**config.mk**
```make
export PLATFORM = sky130hd
export DESIGN_NAME = deadline_ordered_timer_bank
export DESIGN_NICKNAME = d
export VERILOG_FILES = /design/src/dotb_pkg.sv /design/src/deadline_ordered_timer_bank.sv
export SDC_FILE = /design/constraint.sdc
export NUM_CORES = 2
export LEC_CHECK = 0
export BUFFER_PORTS_ARGS = -buffer_cell sky130_fd_sc_hd__buf_2
export CORE_MARGIN = 4
export CORE_UTILIZATION = 57
export CTS_CLUSTER_SIZE = 8
export DETAILED_ROUTE_END_ITERATION = 16
export HOLD_SLACK_MARGIN = 0.1
export PLACE_DENSITY = 0.85
export SYNTH_ARGS = -nofsm -noshare
export SYNTH_HDL_FRONTEND = slang
export SYNTH_SLANG_ARGS = --single-unit
```
**constraint.sdc**
```tcl
create_clock -name i_clk -period 8.2 [get_ports i_clk]
set_input_delay 0.41 -clock i_clk [delete_from_list [all_inputs] [get_ports i_clk]]
set_output_delay 0.41 -clock i_clk [all_outputs]
set_load 0.01 [all_outputs]
```
**src/dotb_pkg.sv**
```systemverilog
`default_nettype none
package dotb_pkg;

    localparam logic [2:0] OP_ADD     = 3'd0;
    localparam logic [2:0] OP_CANCEL  = 3'd1;
    localparam logic [2:0] OP_REFRESH = 3'd2;
    localparam logic [2:0] OP_RESET   = 3'd3;
    localparam logic [2:0] OP_QUERY   = 3'd4;
    localparam logic [2:0] OP_COLLECT = 3'd5;

    localparam logic [1:0] ST_OK       = 2'd0;
    localparam logic [1:0] ST_INACTIVE = 2'd1;
    localparam logic [1:0] ST_FULL     = 2'd2;
    localparam logic [1:0] ST_NONE     = 2'd3;

    localparam logic [31:0] WINDOW_RESET = 32'd3600000;  // one hour in ms
    localparam int          MAX_OUT      = 16;
    localparam int          CNT_W        = $clog2(MAX_OUT + 1);

    typedef struct packed {
        logic [31:0] period;
        logic [47:0] deadline;
        logic        rep;
        logic [15:0] tag;
    } t_rec;

    function automatic logic [47:0] sat_add(input logic [47:0] a, input logic [31:0] b);
        logic [48:0] s;
        s = {1'b0, a} + {17'b0, b};
        return s[48] ? 48'hFFFF_FFFF_FFFF : s[47:0];
    endfunction

endpackage
`default_nettype wire

```
**src/deadline_ordered_timer_bank.sv**
```systemverilog
// Timer bank with a single sequencer and one compare unit; each operation scans the slots in order.
// Cancel needs no scan. Refresh and reset scan at most once; add scans twice, once when full.
// Query scans once. Collect scans once and stops there on an empty bank or when nothing is due,
// else scans once per expired timer and emits each result, with a closing scan under 16 results.
// One request at a time; s_axis_tready is high only while idle, results wait in the output reg.
// Synchronous active-low reset clears slot valid bits, wake mark and time; window back to 1 h.
`default_nettype none
module deadline_ordered_timer_bank
    import dotb_pkg::*;
#(
    parameter int SLOTS = 16
) (
    input  wire logic         i_clk,
    input  wire logic         i_rst_n,
    input  wire logic         s_axis_tvalid,
    output logic              s_axis_tready,
    // slot[3:0] interval_ms[35:4] repeat_req[36] restart_from_now[37]
    // user_tag[53:38] now_ms[101:54]
    input  wire logic [103:0] s_axis_tdata,
    // operation[2:0]
    input  wire logic [2:0]   s_axis_tuser,
    output logic              m_axis_tvalid,
    input  wire logic         m_axis_tready,
    // out_slot[3:0] expired_tag[19:4] remaining_ms[67:20] wake_needed[68]
    output logic [71:0]       m_axis_tdata,
    // status[1:0]
    output logic [1:0]        m_axis_tuser,
    output logic              m_axis_tlast,
    input  wire logic         psel,
    input  wire logic         penable,
    input  wire logic         pwrite,
    input  wire logic [2:0]   paddr,
    input  wire logic [31:0]  pwdata,
    output logic [31:0]       prdata,
    output logic              pready
);

    localparam int SW = (SLOTS > 1) ? $clog2(SLOTS) : 1;

    typedef enum logic [3:0] {
        S_IDLE, S_SCAN, S_DONE, S_RD, S_RDW, S_RSTW, S_CROLL, S_CNEXT, S_EMIT
    } t_state;

    typedef enum logic [2:0] {
        PH_FREE, PH_WAKE, PH_QUERY, PH_CFIRST, PH_CSEL
    } t_phase;

    t_state r_state, r_after;
    t_phase r_phase;

    t_rec r_mem [SLOTS];
    t_rec r_rd;

    logic [SLOTS-1:0] r_active, r_taken;
    logic [47:0]      r_prev;
    logic             r_wake_sent;
    logic [31:0]      r_window;

    logic [2:0]  r_op;
    logic [3:0]  r_slot;
    logic [31:0] r_ival;
    logic        r_rep, r_fromnow;
    logic [15:0] r_tag;
    logic [47:0] r_now;

    logic [SW:0]   r_idx;
    logic          r_rd_vld;
    logic [SW-1:0] r_rd_idx;
    logic          r_best_found, r_free_found;
    logic [SW-1:0] r_best_idx, r_free, r_wslot;
    t_rec          r_best_rec, r_cur;
    logic [47:0]   r_start;
    logic [48:0]   r_pdiff;
    logic          r_roll;
    logic [CNT_W-1:0] r_cnt;
    logic          r_have_pend;
    logic [SW-1:0] r_p_slot;
    logic [15:0]   r_p_tag;

    logic [1:0]  r_e_status, r_o_status;
    logic [3:0]  r_e_slot, r_o_slot;
    logic [15:0] r_e_tag, r_o_tag;
    logic [47:0] r_e_rem, r_o_rem;
    logic        r_e_wake, r_o_wake, r_e_last, r_o_last, r_o_valid;

    logic          w_accept, w_out_free, w_svalid, w_re, w_we;
    logic [SW-1:0] w_sidx, w_ra, w_wa;
    t_rec          w_wd;
    logic          w_cand, w_better, w_due, w_wake;
    logic [48:0]   w_qdiff;

    assign s_axis_tready = (r_state == S_IDLE);
    assign w_accept      = s_axis_tvalid && s_axis_tready;
    assign w_out_free    = !r_o_valid || m_axis_tready;
    assign w_svalid      = (32'(r_slot) < SLOTS);
    assign w_sidx        = SW'(r_slot);

    assign m_axis_tvalid = r_o_valid;
    assign m_axis_tdata  = {3'b0, r_o_wake, r_o_rem, r_o_tag, r_o_slot};
    assign m_axis_tuser  = r_o_status;
    assign m_axis_tlast  = r_o_last;

    assign pready = 1'b1;
    assign prdata = paddr[2] ? 32'd0 : r_window;

    // scan compare
    assign w_due    = (r_rd.deadline <= r_now);
    assign w_cand   = r_active[r_rd_idx] && !r_taken[r_rd_idx]
                      && ((r_phase != PH_CSEL) || r_roll || w_due);
    assign w_better = !r_best_found || (r_rd.deadline < r_best_rec.deadline);
    assign w_qdiff  = {1'b0, r_best_rec.deadline} - {1'b0, r_now};
    assign w_wake   = r_best_found && (r_best_idx == r_wslot) && !r_wake_sent;

    assign w_re = ((r_state == S_SCAN) && (r_idx < (SW+1)'(SLOTS))) || (r_state == S_RD);
    assign w_ra = (r_state == S_SCAN) ? r_idx[SW-1:0] : w_sidx;

    always_comb begin
        w_we = 1'b0;
        w_wa = w_sidx;
        w_wd = r_rd;
        unique case (r_state)
            S_DONE: begin
                if (r_phase == PH_FREE && r_free_found) begin
                    w_we = 1'b1;
                    w_wa = r_free;
                    w_wd = '{period: r_ival, deadline: sat_add(r_now, r_ival),
                             rep: r_rep, tag: r_tag};
                end else if (r_phase == PH_CSEL && r_best_found && r_best_rec.rep) begin
                    w_we = 1'b1;
                    w_wa = r_best_idx;
                    w_wd = r_best_rec;
                    w_wd.deadline = sat_add(r_now, r_best_rec.period);
                end
            end
            S_RDW: begin
                if (r_op == OP_REFRESH && r_active[w_sidx]) begin
                    w_we = 1'b1;
                    w_wd.deadline = sat_add(r_now, r_rd.period);
                end
            end
            S_RSTW: begin
                w_we = 1'b1;
                w_wd = '{period: r_ival, deadline: sat_add(r_start, r_ival),
                         rep: r_cur.rep, tag: r_cur.tag};
            end
            default: ;
        endcase
    end

    always_ff @(posedge i_clk) begin
        if (w_we) r_mem[w_wa] <= w_wd;
        if (w_re) r_rd <= r_mem[w_ra];
    end

    always_ff @(posedge i_clk) begin
        if (!i_rst_n) begin
            r_state      <= S_IDLE;
            r_after      <= S_IDLE;
            r_phase      <= PH_FREE;
            r_active     <= '0;
            r_taken      <= '0;
            r_prev       <= '0;
            r_wake_sent  <= 1'b0;
            r_window     <= WINDOW_RESET;
            r_o_valid    <= 1'b0;
            r_rd_vld     <= 1'b0;
            r_best_found <= 1'b0;
            r_free_found <= 1'b0;
            r_have_pend  <= 1'b0;
            r_cnt        <= '0;
            r_roll       <= 1'b0;
        end else begin
            if (psel && penable && pwrite && !paddr[2]) r_window <= pwdata;

            if (r_state == S_EMIT && w_out_free) begin
                r_o_valid  <= 1'b1;
                r_o_status <= r_e_status;
                r_o_slot   <= r_e_slot;
                r_o_tag    <= r_e_tag;
                r_o_rem    <= r_e_rem;
                r_o_wake   <= r_e_wake;
                r_o_last   <= r_e_last;
                r_state    <= r_after;
            end else if (m_axis_tready) begin
                r_o_valid <= 1'b0;
            end

            r_rd_vld <= w_re && (r_state == S_SCAN);
            r_rd_idx <= r_idx[SW-1:0];

            unique case (r_state)
                S_IDLE: begin
                    if (w_accept) begin
                        r_op       <= s_axis_tuser;
                        r_slot     <= s_axis_tdata[3:0];
                        r_ival     <= s_axis_tdata[35:4];
                        r_rep      <= s_axis_tdata[36];
                        r_fromnow  <= s_axis_tdata[37];
                        r_tag      <= s_axis_tdata[53:38];
                        r_now      <= s_axis_tdata[101:54];
                        r_e_status <= ST_INACTIVE;
                        r_e_slot   <= '0;
                        r_e_tag    <= '0;
                        r_e_rem    <= '0;
                        r_e_wake   <= 1'b0;
                        r_e_last   <= 1'b1;
                        r_after    <= S_IDLE;
                        r_idx        <= '0;
                        r_best_found <= 1'b0;
                        r_free_found <= 1'b0;
                        r_taken      <= '0;
                        unique case (s_axis_tuser)
                            OP_ADD: begin
                                r_phase <= PH_FREE;
                                r_state <= S_SCAN;
                            end
                            OP_CANCEL, OP_REFRESH, OP_RESET: r_state <= S_RD;
                            OP_QUERY: begin
                                r_wake_sent <= 1'b0;
                                r_phase     <= PH_QUERY;
                                r_state     <= S_SCAN;
                            end
                            OP_COLLECT: begin
                                r_phase <= PH_CFIRST;
                                r_state <= S_SCAN;
                            end
                            default: r_state <= S_EMIT;
                        endcase
                    end
                end

                S_SCAN: begin
                    if (r_idx < (SW+1)'(SLOTS)) r_idx <= r_idx + 1'b1;
                    if (r_rd_vld) begin
                        if (w_cand && w_better) begin
                            r_best_found <= 1'b1;
                            r_best_idx   <= r_rd_idx;
                            r_best_rec   <= r_rd;
                        end
                        if (!r_active[r_rd_idx] && !r_free_found) begin
                            r_free_found <= 1'b1;
                            r_free       <= r_rd_idx;
                        end
                        if (r_rd_idx == SW'(SLOTS - 1)) r_state <= S_DONE;
                    end
                end

                S_RD: begin
                    // cancel needs no record; refresh and reset read the slot
                    if (!w_svalid) begin
                        r_state <= S_EMIT;
                    end else if (r_op == OP_CANCEL) begin
                        if (r_active[w_sidx]) begin
                            r_active[w_sidx] <= 1'b0;
                            r_e_status       <= ST_OK;
                        end
                        r_state <= S_EMIT;
                    end else begin
                        r_state <= S_RDW;
                    end
                end

                S_RDW: begin
                    r_idx        <= '0;
                    r_best_found <= 1'b0;
                    r_wslot      <= w_sidx;
                    r_phase      <= PH_WAKE;
                    if (r_op == OP_REFRESH) begin
                        r_state <= r_active[w_sidx] ? S_SCAN : S_EMIT;
                    end else if (r_ival == r_rd.period && !r_fromnow) begin
                        r_e_status <= ST_OK;
                        r_state    <= S_EMIT;
                    end else if (!r_active[w_sidx]) begin
                        r_state <= S_EMIT;
                    end else begin
                        r_cur <= r_rd;
                        if (r_fromnow)
                            r_start <= r_now;
                        else if (r_rd.deadline >= {16'b0, r_rd.period})
                            r_start <= r_rd.deadline - {16'b0, r_rd.period};
                        else
                            r_start <= '0;
                        r_state <= S_RSTW;
                    end
                end

                S_RSTW: r_state <= S_SCAN;

                S_DONE: begin
                    r_idx        <= '0;
                    r_best_found <= 1'b0;
                    unique case (r_phase)
                        PH_FREE: begin
                            if (!r_free_found) begin
                                r_e_status <= ST_FULL;
                                r_state    <= S_EMIT;
                            end else begin
                                r_active[r_free] <= 1'b1;
                                r_wslot          <= r_free;
                                r_phase          <= PH_WAKE;
                                r_state          <= S_SCAN;
                            end
                        end
                        PH_WAKE: begin
                            r_e_status <= ST_OK;
                            r_e_wake   <= w_wake;
                            if (w_wake) r_wake_sent <= 1'b1;
                            if (r_op == OP_ADD) r_e_slot <= 4'(r_wslot);
                            r_state <= S_EMIT;
                        end
                        PH_QUERY: begin
                            if (!r_best_found) begin
                                r_e_rem <= '1;
                            end else begin
                                r_e_status <= ST_OK;
                                r_e_rem    <= w_qdiff[48] ? 48'd0 : w_qdiff[47:0];
                            end
                            r_state <= S_EMIT;
                        end
                        PH_CFIRST: begin
                            if (!r_best_found) begin
                                r_e_status <= ST_NONE;
                                r_state    <= S_EMIT;
                            end else begin
                                r_pdiff      <= {1'b0, r_prev} - {1'b0, r_now};
                                r_state      <= S_CROLL;
                            end
                        end
                        PH_CSEL: begin
                            if (!r_best_found) begin
                                r_e_status <= ST_OK;
                                r_e_slot   <= 4'(r_p_slot);
                                r_e_tag    <= r_p_tag;
                                r_e_last   <= 1'b1;
                                r_after    <= S_IDLE;
                                r_state    <= S_EMIT;
                            end else begin
                                // re-arm or free now; taken keeps it out of later scans
                                r_taken[r_best_idx] <= 1'b1;
                                if (!r_best_rec.rep) r_active[r_best_idx] <= 1'b0;
                                r_cnt       <= r_cnt + 1'b1;
                                r_p_slot    <= r_best_idx;
                                r_p_tag     <= r_best_rec.tag;
                                r_have_pend <= 1'b1;
                                if (r_have_pend) begin
                                    r_e_status <= ST_OK;
                                    r_e_slot   <= 4'(r_p_slot);
                                    r_e_tag    <= r_p_tag;
                                    r_e_last   <= 1'b0;
                                    r_after    <= S_CNEXT;
                                    r_state    <= S_EMIT;
                                end else begin
                                    r_state <= S_CNEXT;
                                end
                            end
                        end
                        default: r_state <= S_IDLE;
                    endcase
                end

                S_CROLL: begin
                    r_prev      <= r_now;
                    r_roll      <= !r_pdiff[48] && (r_pdiff[47:0] > {16'b0, r_window});
                    r_cnt       <= '0;
                    r_have_pend <= 1'b0;
                    r_best_found <= 1'b0;
                    if (!(!r_pdiff[48] && (r_pdiff[47:0] > {16'b0, r_window}))
                        && (r_best_rec.deadline > r_now)) begin
                        r_e_status <= ST_NONE;
                        r_state    <= S_EMIT;
                    end else begin
                        r_phase <= PH_CSEL;
                        r_state <= S_SCAN;
                    end
                end

                S_CNEXT: begin
                    r_idx        <= '0;
                    r_best_found <= 1'b0;
                    if (r_cnt == CNT_W'(MAX_OUT)) begin
                        r_e_status <= ST_OK;
                        r_e_slot   <= 4'(r_p_slot);
                        r_e_tag    <= r_p_tag;
                        r_e_last   <= 1'b1;
                        r_after    <= S_IDLE;
                        r_state    <= S_EMIT;
                    end else begin
                        r_state <= S_SCAN;
                    end
                end

                S_EMIT: ;

                default: r_state <= S_IDLE;
            endcase
        end
    end

endmodule
`default_nettype wire

```
== Word-level counts from Yosys, hierarchy flattened ==
Memory sizes are Yosys's and may differ from the RTL's. A register that Yosys moved wholly into a read port is not among the register bits.
Cells that the tools add are included.
Widths: inputs -> output; s select.
Word-level totals
  register bits after elaboration: 636
  bits in writable memories: 1552
  logic and storage cells: 357
  output and inout port bits: 110
  memories kept: 1
  input bits: 149
Memories
  r_mem: words 16, bits a word 97, rd ports 1, clocked after Yosys merged registers in 1, wr ports 1, RTL line deadline_ordered_timer_bank.sv:51  | t_rec r_mem [SLOTS];
Operators by class
  reductions and logical operators: 80
  bitwise logic cells: 8
  add/sub/neg operators: 9
  equal/unequal tests: 57
  order comparisons: 13
  muxes and demuxes: 140
Operators with widths (count)
  $mux 48: 11
  $add 48x32->49: 4
  $mux 97: 2
  $mux 16: 12
  $pmux 48 s3: 1
  $mux 4: 30
  $sub 48x48->49: 2
  $pmux 16 s2: 3
  $pmux 48 s2: 1
  $pmux 32 s2: 1
  $ge 48x32->1: 1
  $gt 48x32->1: 1
  $gt 48x48->1: 1
  $le 48x48->1: 1
  $lt 48x48->1: 1
  $pmux 16 s3: 1
  $sub 48x32->48: 1
  $reduce_and 4->1: 11
  $pmux 4 s9: 1
  $pmux 17 s2: 1
  $and 16x16->16: 2
  $eq 32x32->1: 1
  $mux 32: 1
  $not 16->16: 2
  57 further kinds: 214

== Logic depth before layout (Yosys ltp) ==
  word-level depth: 10
  depth in mapped cells: 16
  depth with buffers taken out: 15

== Worst setup path before layout ==
OpenSTA, ideal clock, no wires.
  kind: reg2reg
  start: register r_state[0]
  end: register r_rd[0] (netlist name)
  required time: 7.513 ns
  clock period less this slack: 8.455 ns
  stages on the path, launching flop included: 6
  path buffers: 1
  slack: -0.255 ns
  arrival: 7.768 ns
  setup time: 0.687 ns
  cells stage by stage: dfxtp_1 > clkbuf_1 > inv_1 > nor2_1 > nand2_1 > o21ai_0
Between the ends
  word-level cells in the longest chain between the ends: 3
  elaborated cells on any way between the ends: 5
  classes of those cells: eq/ne: 2; mux: 1; reduce/logical: 2
RTL lines
  from (decl): RTL line deadline_ordered_timer_bank.sv:48  | t_state r_state, r_after;
  from (signal assigned): RTL line deadline_ordered_timer_bank.sv:183  | r_state <= r_after;
  from (signal assigned): RTL line deadline_ordered_timer_bank.sv:269  | r_state <= r_active[w_sidx] ? S_SCAN : S_EMIT;
  $eq 4x1->1: RTL line deadline_ordered_timer_bank.sv:114  | assign w_re = ((r_state == S_SCAN) && (r_idx < (SW+1)'(SLOTS))) || (r_state == S_RD);
  $logic_and 1x1->1: RTL line deadline_ordered_timer_bank.sv:114
  $logic_or 1x1->1 *: RTL line deadline_ordered_timer_bank.sv:114
  via w_re: RTL line deadline_ordered_timer_bank.sv:86  | logic w_accept, w_out_free, w_svalid, w_re, w_we;
Mark *: on every way through the listed nets, which the timed path passes. The rest lies on a longest branch.
A chain may end at the register's enable or synchronous reset.

==> results.py <==
metrics = {
    "cts": {
        "cts_buffers": 339,
        "clkLatencyLatePin_ps": 990,
        "cts.path.max_buffers": 4,
        "cts_resized": 0,
        "cts_tree": "done",
        "h-tree-depth": 5,
        "clkSlewWorstSetupHoldPaths_ps": 60,
        "cts_root_buf": "clkbuf_16",
        "holdBufCountCts": 155,
        "post-cts-setup-buffers": 0,
        "cts_sinks": 2282,
    },
    "sta": {
        "max_freq_mhz": 159,
        "setup_viol": 0,
        "finalCriticalPeriod_ps": 6280,
        "hold_viol": 0,
        "worst_pin_slew_ps": 1490,
        "drv_slew": 0,
        "finClkSkew_ps": 83.7,
        "rsz0062_at_grt": "false",
        "tns_ps": 0,
        "finalCritPeriodShare_pct": 76.6,
        "relSlewSlack_pct": 0.414,
    },
    "synthesis": {
        "synthSimpleGateAreaFrac_pct": 7.29,
        "synth.most_common_cell": "edfxtp_1",
        "avgSynthCellArea_sq_um": 14.2,
        "synth_commonest_cells": "edfxtp_1 (2150), nand2_1 (683), a21oi_1 (492)",
        "synth_area_leaders": "edfxtp_1 (61%), mux4_2 (8.6%), ha_1 (4.6%), dfxtp_1 (2.5%), nand2_1 (2.4%)",
        "synthArstFlopShare_pct": 0,
        "synth_xor_area_share_pct": 2.55,
        "yosysTopAreaCellShare_pct": 61.1,
        "syn_area_sq_um": 106000,
        "yosysTopAreaCell": "edfxtp_1",
        "synth_seq_cells": 2282,
        "seq_area_frac_synth_pct": 63.6,
        "yosys_warnings": 0,
        "yosysUniqueCellTypes": 103,
        "synthAdderAreaFrac_pct": 4.71,
        "synth_cells": 7432,
        "yosys-mux-area-fraction_pct": 8.68,
        "synth-main-ff-cell": "edfxtp_1",
        "synth_compound_gate_area_share_pct": 10.7,
        "synth_top_family_by_area": "compound AO/OA/AOI/OAI gates",
        "synth_edf_count": 2150,
    },
    "routing": {
        "drt_iter0_drc": 12100,
        "wl_microns": 357000,
        "ant_nets": 0,
        "vias_per_cell": 7.06,
        "drc": 0,
        "vias": 74200,
        "wl_per_cell_microns": 33.9,
        "dr.pass1.iters": 7,
    },
    "setup_path": {
        "cp.required_ps": 8710,
        "worst_setup_path_start_kind": "register",
        "cp.arrival_ps": 6800,
        "r2r_slack_ps": 1920,
        "reg2reg_depth": 14,
        "path_max_fanout": 16,
        "end_kind": "register",
        "critPathKind": "register to register",
    },
    "global_routing": {
        "grt.overflow.total": 0,
        "grt_pass1_wl_microns": 512000,
        "grt_max_degree": 117,
        "antenna_found_initial": 12,
        "track_usage_pct": 36.6,
        "grt_pass1_vias": 74000,
    },
    "floorplan": {
        "die_x_microns": 438,
        "io_pins": 259,
        "initial_core_util_pct": 57.5,
        "core.rowCount": 157,
        "die_y_microns": 438,
        "core_sq_um": 184000,
        "die_area_sq_um": 192000,
    },
    "power": {
        "internal_power_w": 0.0216,
        "peakVddDrop_uv": 185,
        "power.density_nw_per_um2": 238,
        "power.share.clock_pct": 43.3,
        "seqPwrFrac_pct": 46.2,
        "leakage_nw": 42.4,
        "pwr-share-comb_pct": 10.5,
        "switching_share_pct": 24.7,
        "p_sw_w": 0.00708,
    },
    "status": {
        "status": "completed",
    },
    "worst_hold_path": {
        "hp-class": "input port to register",
        "whs_path_depth": 2,
    },
    "place": {
        "dpl-instance-area_sq_um": 110000,
        "port_buffers": 250,
        "dp_hpwl_microns": 202000,
        "dp_cells": 9913,
        "place.gp.congestion": 1.01,
    },
    "cells_and_area": {
        "finish.net_count": 8492,
        "area_growth_pct": 14.2,
        "fin_cells": 10500,
        "design_area_sq_um": 121000,
        "drive_gt1_share_pct": 15.4,
    },
    "flow_run": {
        "maxCapViolCount": 0,
    },
}
-- power by group through the flow --
stage	Sequential (W)	Clock (W)	Combinational [W]
global placement	0.0134	0	0.00269
global route	0.0132	0.0130	0.00319
detailed placement	0.0134	0	0.00277
CTS	0.0132	0.0124	0.00292
finish	0.0132	0.0124	0.00303
floorplan	0.0134	0	0.00191
-- kinds of logic after synthesis --
logic type                 Yosys count
AOI/OAI and AO/OA                 1759
adders and majority gates          393
xor gates and xnor gates           307
DFF                               2282
muxes                              412
and+or+nand+nor                   1639
buffers and inverters              638
other                                2
-- worst max-delay path: stages (launching register included) --
cell and delay, ps:
edfxtp_1 700, ha_1 420, fa_1 480, a211oi_1 570, o21ai_1 220, a211oi_1 430
a21oi_1 80, buf_4 190, a31o_2 340, a31o_1 400, a21oi_4 390, buf_4 400
a221oi_1 190, a221oi_1 470, nand2_1 510
-- final timing paths --
kind,startpoint,to
max,r_now[0]$_DFFE_PP_,r_mem[5][32]$_DFFE_PP_
min reg2reg,r_e_tag[3]$_SDFFCE_PN0P_,r_o_tag[3]$_DFFE_PP_
min,s_axis_tdata[52],r_tag[14]$_DFFE_PP_
max reg2reg,r_now[0]$_DFFE_PP_,r_mem[5][32]$_DFFE_PP_
-- registers in the layout, summed over array words and instances, names as in the netlist, 32 cells and up --
signal	flops
r_rd	97
r_now	48
r_start	48
r_e_rem	48
r_o_rem	48
r_best_rec	97
r_window	32
r_ival	32
r_prev	48
r_mem	1552
r_pdiff	49
-- cell usage in the layout, fill, tap and decap left out, types with 43 or more instances in the layout --
cell type | Yosys | routed
edfxtp_1 | 2150 | 2150
nand2_1 | 683 | 680
a21oi_1 | 492 | 492
mux4_2 | 403 | 403
ha_1 | 386 | 386
clkbuf_16 | 0 | 343
o21ai_0 | 309 | 306
nor2_1 | 302 | 279
inv_1 | 273 | 272
buf_2 | 75 | 250
a21o_1 | 205 | 205
xnor2_1 | 173 | 173
dlygate4sd3_1 | 0 | 155
a31oi_1 | 142 | 142
a211oi_1 | 139 | 139
xor2_1 | 134 | 134
dfxtp_1 | 132 | 132
and2_1 | 127 | 126
nand3_1 | 120 | 120
buf_4 | 12 | 105
nand4_1 | 79 | 79
o21ai_1 | 70 | 71
clkbuf_1 | 249 | 60
nor3_1 | 61 | 58
and3_1 | 54 | 54
a222oi_1 | 51 | 51
nor2b_1 | 44 | 44
o211ai_1 | 44 | 44
o21bai_1 | 43 | 43
-- per-layer routing --
layer  routed length (microns)  up-vias  global-route usage [%]
li1                          -    29900                       -
met3                     46100     1360                    9.76
met5                       126        -                   0.428
met2                    164000     6475                    57.2
met1                    123000    36400                    46.8
met4                     23600        4                    20.3
-- area by class of cell --
| cell class | count | area [sq um] |
|---|---|---|
| sequential | 2282 | 67200 |
| fill | 11800 | 63100 |
| multi-input combinational | 4514 | 36100 |
| clock buffer | 403 | 8810 |
| timing repair buffer | 537 | 4120 |
| tap | 2464 | 3080 |
| inverter | 276 | 1040 |
| clock inverter | 20 | 206 |
| antenna | 9 | 22.5 |
-- through the flow --
step                      util (%)  setup WS (ps)  total power, W  hold WS [ps]
after global placement        59.9           2520          0.0161           401
after detailed placement      59.9           2470          0.0162           405
after CTS                     65.6           2360          0.0285           108
after floorplan                  -           1600          0.0153           400
final                         65.7           1920          0.0287           156
after global routing          65.7           1970          0.0294           158
No activity file was read; power rests on OpenSTA's default activity.
